`src/sv/b64d_pkg.sv`:
```
`timescale 1ns / 1ps

package b64d_pkg;

    localparam int SYMBOL_W = 8;
    localparam int SEXTET_W = 6;
    localparam int BYTE_W = 8;
    localparam int MODE_W = 2;

    localparam logic [MODE_W-1:0] MODE_UNSET = 2'd0;
    localparam logic [MODE_W-1:0] MODE_STANDARD = 2'd1;
    localparam logic [MODE_W-1:0] MODE_URL_MIXED = 2'd2;
    localparam logic [MODE_W-1:0] MODE_RESET = MODE_STANDARD;

    localparam logic [SYMBOL_W-1:0] PAD_CHAR = 8'd61;
    localparam logic [SEXTET_W-1:0] SEXTET_PLUS = 6'd62;
    localparam logic [SEXTET_W-1:0] SEXTET_SLASH = 6'd63;

    localparam int QUEUE_DEPTH = 2;
    localparam int QUEUE_PTR_W = (QUEUE_DEPTH > 1) ? $clog2(QUEUE_DEPTH) : 1;
    localparam int QUEUE_CNT_W = $clog2(QUEUE_DEPTH + 1);

    typedef enum logic [1:0] {
        KIND_DATA,
        KIND_PAD,
        KIND_BAD
    } sym_kind_t;

    typedef struct packed {
        sym_kind_t             kind;
        logic [SEXTET_W-1:0]   sextet;
        logic                  fin;
    } queue_entry_t;

    // Map one character to its class and 6-bit value under the given mode.
    // An unset or undefined mode marks every character bad.
    function automatic queue_entry_t classify(input logic [SYMBOL_W-1:0] c,
                                              input logic [MODE_W-1:0] mode,
                                              input logic fin);
        queue_entry_t e;
        logic mode_ok;
        logic url_ok;
        mode_ok = (mode == MODE_STANDARD) || (mode == MODE_URL_MIXED);
        url_ok = (mode == MODE_URL_MIXED);
        e.fin = fin;
        e.kind = KIND_BAD;
        e.sextet = '0;
        case (c) inside
            [8'd65:8'd90]:
            begin
                e.kind = KIND_DATA;
                e.sextet = SEXTET_W'(c - 8'd65);
            end
            [8'd97:8'd122]:
            begin
                e.kind = KIND_DATA;
                e.sextet = SEXTET_W'(c - 8'd71);
            end
            [8'd48:8'd57]:
            begin
                e.kind = KIND_DATA;
                e.sextet = SEXTET_W'(c + 8'd4);
            end
            8'd43:
            begin
                e.kind = KIND_DATA;
                e.sextet = SEXTET_PLUS;
            end
            8'd47:
            begin
                e.kind = KIND_DATA;
                e.sextet = SEXTET_SLASH;
            end
            8'd45:
            begin
                e.kind = url_ok ? KIND_DATA : KIND_BAD;
                e.sextet = SEXTET_PLUS;
            end
            8'd95:
            begin
                e.kind = url_ok ? KIND_DATA : KIND_BAD;
                e.sextet = SEXTET_SLASH;
            end
            PAD_CHAR:
            begin
                e.kind = KIND_PAD;
            end
            default:
            begin
                e.kind = KIND_BAD;
            end
        endcase
        if (!mode_ok)
        begin
            e.kind = KIND_BAD;
        end
        return e;
    endfunction

endpackage

```
`src/sv/b64d_if.sv`:
```
`timescale 1ns / 1ps

interface b64d_text_if;
    logic                          valid;
    logic                          ready;
    logic [b64d_pkg::SYMBOL_W-1:0] symbol;
    logic                          final_symbol;

    modport source (output valid, output symbol, output final_symbol, input ready);
    modport sink (input valid, input symbol, input final_symbol, output ready);
endinterface

interface b64d_byte_if;
    logic                        valid;
    logic                        ready;
    logic [b64d_pkg::BYTE_W-1:0] data_byte;
    logic                        byte_valid;
    logic                        end_of_text;
    logic                        failed;

    modport source (output valid, output data_byte, output byte_valid,
                    output end_of_text, output failed, input ready);
    modport sink (input valid, input data_byte, input byte_valid,
                  input end_of_text, input failed, output ready);
endinterface

interface b64d_cfg_if;
    logic                        valid;
    logic                        ready;
    logic [b64d_pkg::MODE_W-1:0] alphabet_mode;

    modport source (output valid, output alphabet_mode, input ready);
    modport sink (input valid, input alphabet_mode, output ready);
endinterface

```
`src/sv/b64d_front.sv`:
```
`timescale 1ns / 1ps

module b64d_front (
    input  logic                   clk,
    input  logic                   rst_n,
    b64d_cfg_if.sink               cfg,
    b64d_text_if.sink              text,
    output logic                   push,
    output b64d_pkg::queue_entry_t push_entry,
    input  logic                   queue_ready
);
    import b64d_pkg::*;

    logic [MODE_W-1:0] mode_reg;
    logic [MODE_W-1:0] mode_next;

    assign cfg.ready = 1'b1;
    assign mode_next = (cfg.valid) ? cfg.alphabet_mode : mode_reg;

    always_ff @(posedge clk or negedge rst_n)
    begin
        if (!rst_n)
        begin
            mode_reg <= MODE_RESET;
        end
        else
        begin
            mode_reg <= mode_next;
        end
    end

    // Classify on the way in; the queue carries only class, value and end mark.
    assign text.ready = queue_ready;
    assign push = text.valid && queue_ready;
    assign push_entry = classify(text.symbol, mode_reg, text.final_symbol);

endmodule

```
`src/sv/b64d_queue.sv`:
```
`timescale 1ns / 1ps

module b64d_queue (
    input  logic                   clk,
    input  logic                   rst_n,
    input  logic                   push,
    input  b64d_pkg::queue_entry_t push_entry,
    output logic                   not_full,
    output logic                   not_empty,
    input  logic                   pop,
    output b64d_pkg::queue_entry_t head
);
    import b64d_pkg::*;

    queue_entry_t entries_reg [QUEUE_DEPTH];
    logic [QUEUE_PTR_W-1:0] wr_ptr_reg;
    logic [QUEUE_PTR_W-1:0] wr_ptr_next;
    logic [QUEUE_PTR_W-1:0] rd_ptr_reg;
    logic [QUEUE_PTR_W-1:0] rd_ptr_next;
    logic [QUEUE_CNT_W-1:0] count_reg;
    logic [QUEUE_CNT_W-1:0] count_next;

    assign not_full = (count_reg != QUEUE_CNT_W'(QUEUE_DEPTH));
    assign not_empty = (count_reg != '0);
    assign head = entries_reg[rd_ptr_reg];

    always_comb
    begin
        wr_ptr_next = wr_ptr_reg;
        rd_ptr_next = rd_ptr_reg;
        count_next = count_reg;
        if (push)
        begin
            wr_ptr_next = (wr_ptr_reg == QUEUE_PTR_W'(QUEUE_DEPTH - 1)) ? '0
                        : wr_ptr_reg + 1'b1;
        end
        if (pop)
        begin
            rd_ptr_next = (rd_ptr_reg == QUEUE_PTR_W'(QUEUE_DEPTH - 1)) ? '0
                        : rd_ptr_reg + 1'b1;
        end
        if (push && !pop)
        begin
            count_next = count_reg + 1'b1;
        end
        else if (pop && !push)
        begin
            count_next = count_reg - 1'b1;
        end
    end

    always_ff @(posedge clk or negedge rst_n)
    begin
        if (!rst_n)
        begin
            wr_ptr_reg <= '0;
            rd_ptr_reg <= '0;
            count_reg <= '0;
        end
        else
        begin
            wr_ptr_reg <= wr_ptr_next;
            rd_ptr_reg <= rd_ptr_next;
            count_reg <= count_next;
        end
    end

    always_ff @(posedge clk)
    begin
        if (push)
        begin
            entries_reg[wr_ptr_reg] <= push_entry;
        end
    end

`ifndef NO_ASSERTIONS
    a_no_overflow: assert property (@(posedge clk) disable iff (!rst_n)
        push |-> (not_full || pop && not_empty))
        else $error("queue written while full");
    a_no_underflow: assert property (@(posedge clk) disable iff (!rst_n)
        pop |-> not_empty)
        else $error("queue read while empty");
`endif

endmodule

```
`src/sv/b64d_back.sv`:
```
`timescale 1ns / 1ps

module b64d_back (
    input  logic                   clk,
    input  logic                   rst_n,
    input  logic                   head_valid,
    input  b64d_pkg::queue_entry_t head,
    output logic                   pop,
    b64d_byte_if.source            decoded
);
    import b64d_pkg::*;

    logic [1:0]          pos_reg;
    logic [1:0]          pos_next;
    logic [SEXTET_W-1:0] prev_reg;
    logic [SEXTET_W-1:0] prev_next;
    logic                pad_reg;
    logic                pad_next;
    logic                err_reg;
    logic                err_next;

    logic                out_valid_reg;
    logic                out_valid_next;
    logic [BYTE_W-1:0]   out_byte_reg;
    logic                out_bvalid_reg;
    logic                out_eot_reg;
    logic                out_failed_reg;

    logic                have_byte;
    logic [BYTE_W-1:0]   byte_val;
    logic                emit;
    logic                load;

    // Advance whenever the output register is free or being drained.
    assign pop = head_valid && (!out_valid_reg || decoded.ready);

    always_comb
    begin
        pad_next = pad_reg;
        err_next = err_reg;
        prev_next = prev_reg;
        have_byte = 1'b0;
        byte_val = '0;
        if (pad_reg)
        begin
            if (!(head.kind == KIND_PAD && pos_reg == 2'd3))
            begin
                err_next = 1'b1;
            end
        end
        else if (head.kind == KIND_PAD)
        begin
            if (pos_reg[1])
            begin
                pad_next = 1'b1;
            end
            else
            begin
                err_next = 1'b1;
            end
        end
        else if (head.kind == KIND_BAD)
        begin
            err_next = 1'b1;
        end
        else
        begin
            case (pos_reg)
                2'd1:    byte_val = {prev_reg, head.sextet[5:4]};
                2'd2:    byte_val = {prev_reg[3:0], head.sextet[5:2]};
                2'd3:    byte_val = {prev_reg[1:0], head.sextet};
                default: byte_val = '0;
            endcase
            have_byte = (pos_reg != 2'd0);
            prev_next = head.sextet;
        end
        if (head.fin)
        begin
            // Lone character in the final group, or padding cut short.
            if (pos_reg == 2'd0 || (pad_next && pos_reg != 2'd3))
            begin
                err_next = 1'b1;
            end
        end
        if (err_next)
        begin
            have_byte = 1'b0;
            byte_val = '0;
        end
        pos_next = pos_reg + 1'b1;
        emit = head.fin || have_byte;
    end

    assign load = pop && emit;
    assign out_valid_next = load ? 1'b1 : (decoded.ready ? 1'b0 : out_valid_reg);

    always_ff @(posedge clk or negedge rst_n)
    begin
        if (!rst_n)
        begin
            pos_reg <= '0;
            prev_reg <= '0;
            pad_reg <= 1'b0;
            err_reg <= 1'b0;
            out_valid_reg <= 1'b0;
        end
        else
        begin
            out_valid_reg <= out_valid_next;
            if (pop)
            begin
                if (head.fin)
                begin
                    pos_reg <= '0;
                    prev_reg <= '0;
                    pad_reg <= 1'b0;
                    err_reg <= 1'b0;
                end
                else
                begin
                    pos_reg <= pos_next;
                    prev_reg <= prev_next;
                    pad_reg <= pad_next;
                    err_reg <= err_next;
                end
            end
        end
    end

    always_ff @(posedge clk)
    begin
        if (load)
        begin
            out_byte_reg <= byte_val;
            out_bvalid_reg <= have_byte;
            out_eot_reg <= head.fin;
            out_failed_reg <= head.fin && err_next;
        end
    end

    assign decoded.valid = out_valid_reg;
    assign decoded.data_byte = out_byte_reg;
    assign decoded.byte_valid = out_bvalid_reg;
    assign decoded.end_of_text = out_eot_reg;
    assign decoded.failed = out_failed_reg;

`ifndef NO_ASSERTIONS
    a_clear_after_end: assert property (@(posedge clk) disable iff (!rst_n)
        (pop && head.fin) |=> (pos_reg == 2'd0 && !err_reg && !pad_reg))
        else $error("stream state not cleared after final character");
    a_no_byte_on_fail: assert property (@(posedge clk) disable iff (!rst_n)
        decoded.valid |-> !(decoded.byte_valid && decoded.failed))
        else $error("byte released on a failed text");
    a_result_has_content: assert property (@(posedge clk) disable iff (!rst_n)
        decoded.valid |-> (decoded.byte_valid || decoded.end_of_text))
        else $error("empty result released");
`endif

endmodule

```
`src/sv/base64_decoder_checked.sv`:
```
`timescale 1ns / 1ps

// Streaming base64 decoder with validity checking.
//
// text: one character per request (symbol, final_symbol on the last one).
// decoded: one request per completed byte, and always one on the final
//   character carrying end_of_text and the failed verdict.
// cfg: writes alphabet_mode (0 unset, 1 standard, 2 mixed URL-safe); always
//   ready; write only while no text is in flight.
// Throughput: one character per cycle while decoded is not stalled, held by the
//   combinational sextet lookup in the front end and bit splice in the back end.
// Path: an accepted character is first written into the queue, then its result
//   is loaded into the output register once the output is free.
// Reset: mode returns to standard, stream state, queue and output clear.
// Stall: while decoded is stalled the result register holds and the two-entry
//   queue keeps taking characters; text.ready drops once the queue is full.
module base64_decoder_checked (
    input  logic       clk,
    input  logic       rst_n,
    b64d_cfg_if.sink   cfg,
    b64d_text_if.sink  text,
    b64d_byte_if.source decoded
);
    import b64d_pkg::*;

    logic         push;
    queue_entry_t push_entry;
    logic         queue_not_full;
    logic         queue_not_empty;
    logic         pop;
    queue_entry_t head;

    // Front: hold the mode register, classify each character as it arrives.
    b64d_front u_front (
        .clk         (clk),
        .rst_n       (rst_n),
        .cfg         (cfg),
        .text        (text),
        .push        (push),
        .push_entry  (push_entry),
        .queue_ready (queue_not_full)
    );

    // Short queue between the two halves so each can stall on its own.
    b64d_queue u_queue (
        .clk        (clk),
        .rst_n      (rst_n),
        .push       (push),
        .push_entry (push_entry),
        .not_full   (queue_not_full),
        .not_empty  (queue_not_empty),
        .pop        (pop),
        .head       (head)
    );

    // Back: group tracking, byte splice, error verdict and result register.
    b64d_back u_back (
        .clk        (clk),
        .rst_n      (rst_n),
        .head_valid (queue_not_empty),
        .head       (head),
        .pop        (pop),
        .decoded    (decoded)
    );

endmodule
```
`src/flat_wrapper.sv`:
```
// flat-port wrapper written by rule: the top's interface ports become plain ports
module base64_decoder_checked_flat import b64d_pkg::*;
  (clk, rst_n, cfg_valid, cfg_alphabet_mode, cfg_ready, text_valid, text_symbol, text_final_symbol, text_ready, decoded_valid, decoded_data_byte, decoded_byte_valid, decoded_end_of_text, decoded_failed, decoded_ready);
  b64d_cfg_if cfg_i ();
  b64d_text_if text_i ();
  b64d_byte_if decoded_i ();
  input  logic clk;
  input  logic rst_n;
  input wire logic [$bits(cfg_i.valid)-1:0] cfg_valid;
  input wire logic [$bits(cfg_i.alphabet_mode)-1:0] cfg_alphabet_mode;
  output wire logic [$bits(cfg_i.ready)-1:0] cfg_ready;
  input wire logic [$bits(text_i.valid)-1:0] text_valid;
  input wire logic [$bits(text_i.symbol)-1:0] text_symbol;
  input wire logic [$bits(text_i.final_symbol)-1:0] text_final_symbol;
  output wire logic [$bits(text_i.ready)-1:0] text_ready;
  output wire logic [$bits(decoded_i.valid)-1:0] decoded_valid;
  output wire logic [$bits(decoded_i.data_byte)-1:0] decoded_data_byte;
  output wire logic [$bits(decoded_i.byte_valid)-1:0] decoded_byte_valid;
  output wire logic [$bits(decoded_i.end_of_text)-1:0] decoded_end_of_text;
  output wire logic [$bits(decoded_i.failed)-1:0] decoded_failed;
  input wire logic [$bits(decoded_i.ready)-1:0] decoded_ready;
  assign cfg_i.valid = cfg_valid;
  assign cfg_i.alphabet_mode = cfg_alphabet_mode;
  assign cfg_ready = cfg_i.ready;
  assign text_i.valid = text_valid;
  assign text_i.symbol = text_symbol;
  assign text_i.final_symbol = text_final_symbol;
  assign text_ready = text_i.ready;
  assign decoded_valid = decoded_i.valid;
  assign decoded_data_byte = decoded_i.data_byte;
  assign decoded_byte_valid = decoded_i.byte_valid;
  assign decoded_end_of_text = decoded_i.end_of_text;
  assign decoded_failed = decoded_i.failed;
  assign decoded_i.ready = decoded_ready;
  base64_decoder_checked u_core (.clk(clk), .rst_n(rst_n), .cfg(cfg_i), .text(text_i), .decoded(decoded_i));
endmodule
```
`config.mk`:
```
export PLATFORM = sky130hd
export DESIGN_NAME = base64_decoder_checked_flat
export DESIGN_NICKNAME = d
export VERILOG_FILES = /design/src/sv/b64d_pkg.sv /design/src/sv/b64d_if.sv /design/src/sv/b64d_front.sv /design/src/sv/b64d_queue.sv /design/src/sv/b64d_back.sv /design/src/sv/base64_decoder_checked.sv /design/src/flat_wrapper.sv
export SDC_FILE = /design/constraint.sdc
export NUM_CORES = 1
export LEC_CHECK = 0
export ABC_AREA = 1
export BUFFER_PORTS_ARGS = -buffer_cell sky130_fd_sc_hd__buf_2
export CAP_MARGIN = 15
export CORE_ASPECT_RATIO = 0.8
export CORE_UTILIZATION = 51
export CTS_CLUSTER_DIAMETER = 150
export DETAILED_ROUTE_END_ITERATION = 7
export GPL_ROUTABILITY_DRIVEN = 0
export PLACE_DENSITY_LB_ADDON = 0.25
export SETUP_SLACK_MARGIN = 0.4
export SLEW_MARGIN = 20
export SYNTH_ARGS = -nofsm -noshare
export SYNTH_HDL_FRONTEND = slang
export SYNTH_HIERARCHICAL = 1
export SYNTH_SLANG_ARGS = --single-unit
```
`constraint.sdc`:
```
create_clock -name clk -period 2.88 [get_ports clk]
set_clock_uncertainty 0.15 [all_clocks]
set_input_delay 0.144 -clock clk [delete_from_list [all_inputs] [get_ports clk]]
set_output_delay 0.144 -clock clk [all_outputs]
set_load 0.02 [all_outputs]
```
==> out/summary.txt <==
maximum VDD drop: 0.4368 mV
YS warnings: 6
most frequent cells after synthesis: sky130_fd_sc_hd__nand2_1 (90), sky130_fd_sc_hd__inv_1 (43), sky130_fd_sc_hd__nor2_1 (35)
Multi-input gate area: 0.001493 mm²
areal power density over the cells: 876.6 mW/mm²
CTS clk-pin slew, worst paths: 0.08 ns
ANT nets after route: 0
worst reg2reg startpoint: u_core/u_queue/rd_ptr_reg
first-pass GRT wire length: 10540 µm
number of cells on the worst reg-to-reg path: 10
unrepaired setup endpoints after global routing: no
clock group share of total power: 0.165
share of Yosys cell area claimed by the top area cell type: 0.2832
Std-Cell Rows: 24
category of the worst setup path capture point: flop
summed instance area of the synthesized netlist: 0.003075 mm²
primary flip-flop cell chosen by synthesis mapping: sky130_fd_sc_hd__edfxtp_1
final period demand of the worst path: 2.195 ns
final global-route overflow total: 0
combined flip-flop and latch cell area: 0.001297 mm²
number of filler cells placed in the layout: 505
sw power: 0.001223 W
GRT Total Usage: 0.2205
H-tree depth reported by CTS: 2
final setup slack of the worst path: 0.6852 ns
port buffer count: 28
leak pwr: 1.657 nW
final slew viol count: 0
area added between synthesis and finish: 11.03%
worst slew margin relative to its limit: 0.4579
Starting DRT DRC Count: 197
slew of the pin with the lowest slew margin: 0.8102 ns
most frequent cell after synthesis: sky130_fd_sc_hd__nand2_1
Combinational Power Share: 0.473
count of placed standard cells including taps: 452
Worst EP required: 2.71 ns
final setup violating endpoints: 0
total CTS buffers: 5
number of setup buffers added after CTS: 0
number of cells in the finished layout apart from fillers: 466
CTS tree: built
Top-Level Pins: 30
root buf cell: sky130_fd_sc_hd__clkbuf_8
maximum buffer depth of the clock tree: 2
setup_tns: 0 ns
number of stages on the worst hold path: 4
fraction of the cycle the final worst path needs: 0.7621
largest area contributor in the netlist: sky130_fd_sc_hd__edfxtp_1
number of global-route vias before repair: 2300
Post-DP HPWL: 4905 µm
average wire length per cell after detail routing: 13.77 µm
Syn Area/Cell: 8.639 µm²
Placement Setup Slack: 0.7059 ns
Critical Path Source Type: flop
total die area: 0.006347 mm²
Pint: 0.001770 W
detailed-routing iteration count for the pre-antenna-repair pass: 5
critical path class: reg -> reg
cts repair resizes: 0
Hold Vio Cnt, Final: 0
post-route DRC violation count: 0
Hold Startpoint: text_valid
endpoint with the worst hold slack: u_core/u_queue/wr_ptr_reg
synthesis-stage register bit count: 46
cells after synthesis: 356
post-synth cell types: 38
number of buffers inserted for hold repair after clock tree synthesis: 6
layout cells sized above 1: 0.2216
Die Width: 88.82 µm
critical path peak fanout: 11
capturing point of the worst reg2reg path: u_core/u_back/decoded.byte_valid
total wire length: 6418 µm
Initial Utilization: 0.5477
number of enable-type register cells in the synthesized netlist: 29
initial antenna violation count: 0
routed via count divided by cell count: 5.206
number of sinks handled by clock tree synthesis: 46
part of the total power dissipated in sequential elements: 0.362
proportion of total power due to net switching: 0.4086
top area cells in the synthesized netlist: sky130_fd_sc_hd__edfxtp_1 (28%), sky130_fd_sc_hd__dfrtp_1 (13%), sky130_fd_sc_hd__nand2_1 (11%)
ys async rst share: 0.3696
detailed-route via count: 2426
diode count: 0
worst reg-to-reg setup slack: 0.69 ns
die height: 71.46 µm
classification of the worst-slack hold path: in -> reg
max_cap viols: 0
max frequency: 455.6 MHz
CORE AREA: 0.005615 mm²
pin count of the biggest net entering global routing: 18
synthesized netlist net count: 387
net count of the finished layout: 418
sequential element share of the synthesized area: 0.4219
source-to-sink clock delay at the later pin of the worst-skew pair: 0.29 ns
arrival time worst endpoint: 2.03 ns
max FFs per register: 18
outcome: finished clean
## power groups by stage
stage          clock (W)  combinational (W)  sequential (W)
2_1_floorplan          0            0.00104         0.00118
3_3_place_gp           0            0.00136         0.00109
3_5_place_dp           0            0.00140         0.00110
4_1_cts         0.000501            0.00142         0.00108
5_1_grt         0.000528            0.00155         0.00111
6_report        0.000495            0.00142         0.00108
## final cells by class
class / instances / share of cell area
repair buffers: 35 / 0.06083
flip-flops and latches: 46 / 0.3800
clock buffers: 7 / 0.02528
multi-input cells: 249 / 0.4372
clock inverters: 1 / 0.008794
well taps: 78 / 0.02858
inverters: 50 / 0.05936
## worst max-delay path by stage
stage / startpoint / endpoint / cells after the start
4_1_cts: u_core/u_queue/rd_ptr_reg / u_core/u_back/decoded.byte_valid / 10
5_1_grt: u_core/u_queue/rd_ptr_reg / u_core/u_back/decoded.byte_valid / 10
3_5_place_dp: u_core/u_queue/rd_ptr_reg / u_core/u_back/decoded.data_byte[0] / 10
6_report: u_core/u_queue/rd_ptr_reg / u_core/u_back/decoded.byte_valid / 10
2_1_floorplan: u_core/u_queue/rd_ptr_reg / u_core/u_back/decoded.byte_valid / 11
3_3_place_gp: u_core/u_queue/rd_ptr_reg / u_core/u_back/decoded.byte_valid / 10
## layout by cell type, fill, tap and decap left out, types with 2 or more instances in the layout
| cell | netlist | layout |
|---|---|---|
| sky130_fd_sc_hd__nor2_4 | 3 | 3 |
| sky130_fd_sc_hd__o21ai_2 | 5 | 5 |
| sky130_fd_sc_hd__nand2_1 | 90 | 90 |
| sky130_fd_sc_hd__ha_1 | 15 | 15 |
| sky130_fd_sc_hd__nand3_4 | 2 | 2 |
| sky130_fd_sc_hd__nor2_2 | 4 | 4 |
| sky130_fd_sc_hd__buf_2 | 3 | 28 |
| sky130_fd_sc_hd__nand3_1 | 20 | 20 |
| sky130_fd_sc_hd__inv_2 | 5 | 5 |
| sky130_fd_sc_hd__nand2_2 | 7 | 7 |
| sky130_fd_sc_hd__o21ai_0 | 12 | 12 |
| sky130_fd_sc_hd__mux2_4 | 9 | 9 |
| sky130_fd_sc_hd__nor3_1 | 2 | 2 |
| sky130_fd_sc_hd__edfxtp_1 | 29 | 29 |
| sky130_fd_sc_hd__nor2_1 | 35 | 35 |
| sky130_fd_sc_hd__a22o_1 | 5 | 5 |
| sky130_fd_sc_hd__dlygate4sd3_1 | 0 | 6 |
| sky130_fd_sc_hd__inv_1 | 43 | 43 |
| sky130_fd_sc_hd__xor2_1 | 8 | 8 |
| sky130_fd_sc_hd__nand3_2 | 7 | 7 |
| sky130_fd_sc_hd__clkbuf_8 | 0 | 6 |
| sky130_fd_sc_hd__nand4_1 | 3 | 3 |
| sky130_fd_sc_hd__a21oi_1 | 13 | 13 |
| sky130_fd_sc_hd__dfrtp_1 | 16 | 16 |
## worst max-delay path, stage by stage, from the launching register on
cell and delay (ns):
sky130_fd_sc_hd__dfrtp_1 0.42, sky130_fd_sc_hd__mux2_4 0.35, sky130_fd_sc_hd__nor2_4 0.13, sky130_fd_sc_hd__nand2_1 0.07, sky130_fd_sc_hd__nand2_1 0.08, sky130_fd_sc_hd__inv_2 0.05, sky130_fd_sc_hd__nor2_4 0.13, sky130_fd_sc_hd__nand3_4 0.13
sky130_fd_sc_hd__nand2_2 0.09, sky130_fd_sc_hd__nand2_2 0.06, sky130_fd_sc_hd__inv_2 0.22
## per-stage QoR
step	cell area [µm²]	utilization	total power (W)	hold WS, ns
5_1_grt	3415	0.6081	0.003189	0.09479
3_3_place_gp	3238	0.5766	0.002448	-0.05427
6_report	3415	0.6081	0.002993	0.05025
2_1_floorplan	3075	-	0.002215	-0.3016
3_5_place_dp	3238	0.5766	0.002501	-0.04997
4_1_cts	3415	0.6081	0.003004	0.05145
## layer usage
| metal | up-vias | track usage | routed length, µm |
|---|---|---|---|
| met5 | - | 0 | 0 |
| met4 | 0 | 0.04839 | 21 |
| met3 | 2 | 0.04263 | 452 |
| li1 | 1201 | - | - |
| met1 | 1136 | 0.3132 | 3016 |
| met2 | 87 | 0.3513 | 2927 |
## cells by family (layout without fill, tap and decap cells)
logic type / count (synthesis) / count (layout) / share of synthesized area
simple gates: 176 / 176 / 0.2697
buf+inv: 61 / 93 / 0.09275
flops: 46 / 46 / 0.4219
compound gates: 38 / 38 / 0.08015
fa+ha+maj: 15 / 15 / 0.06103
mux: 10 / 10 / 0.04760
xor+xnor: 9 / 9 / 0.02563
other cells: 1 / 1 / 0.001219
No activity file was read; power rests on OpenSTA's default activity.
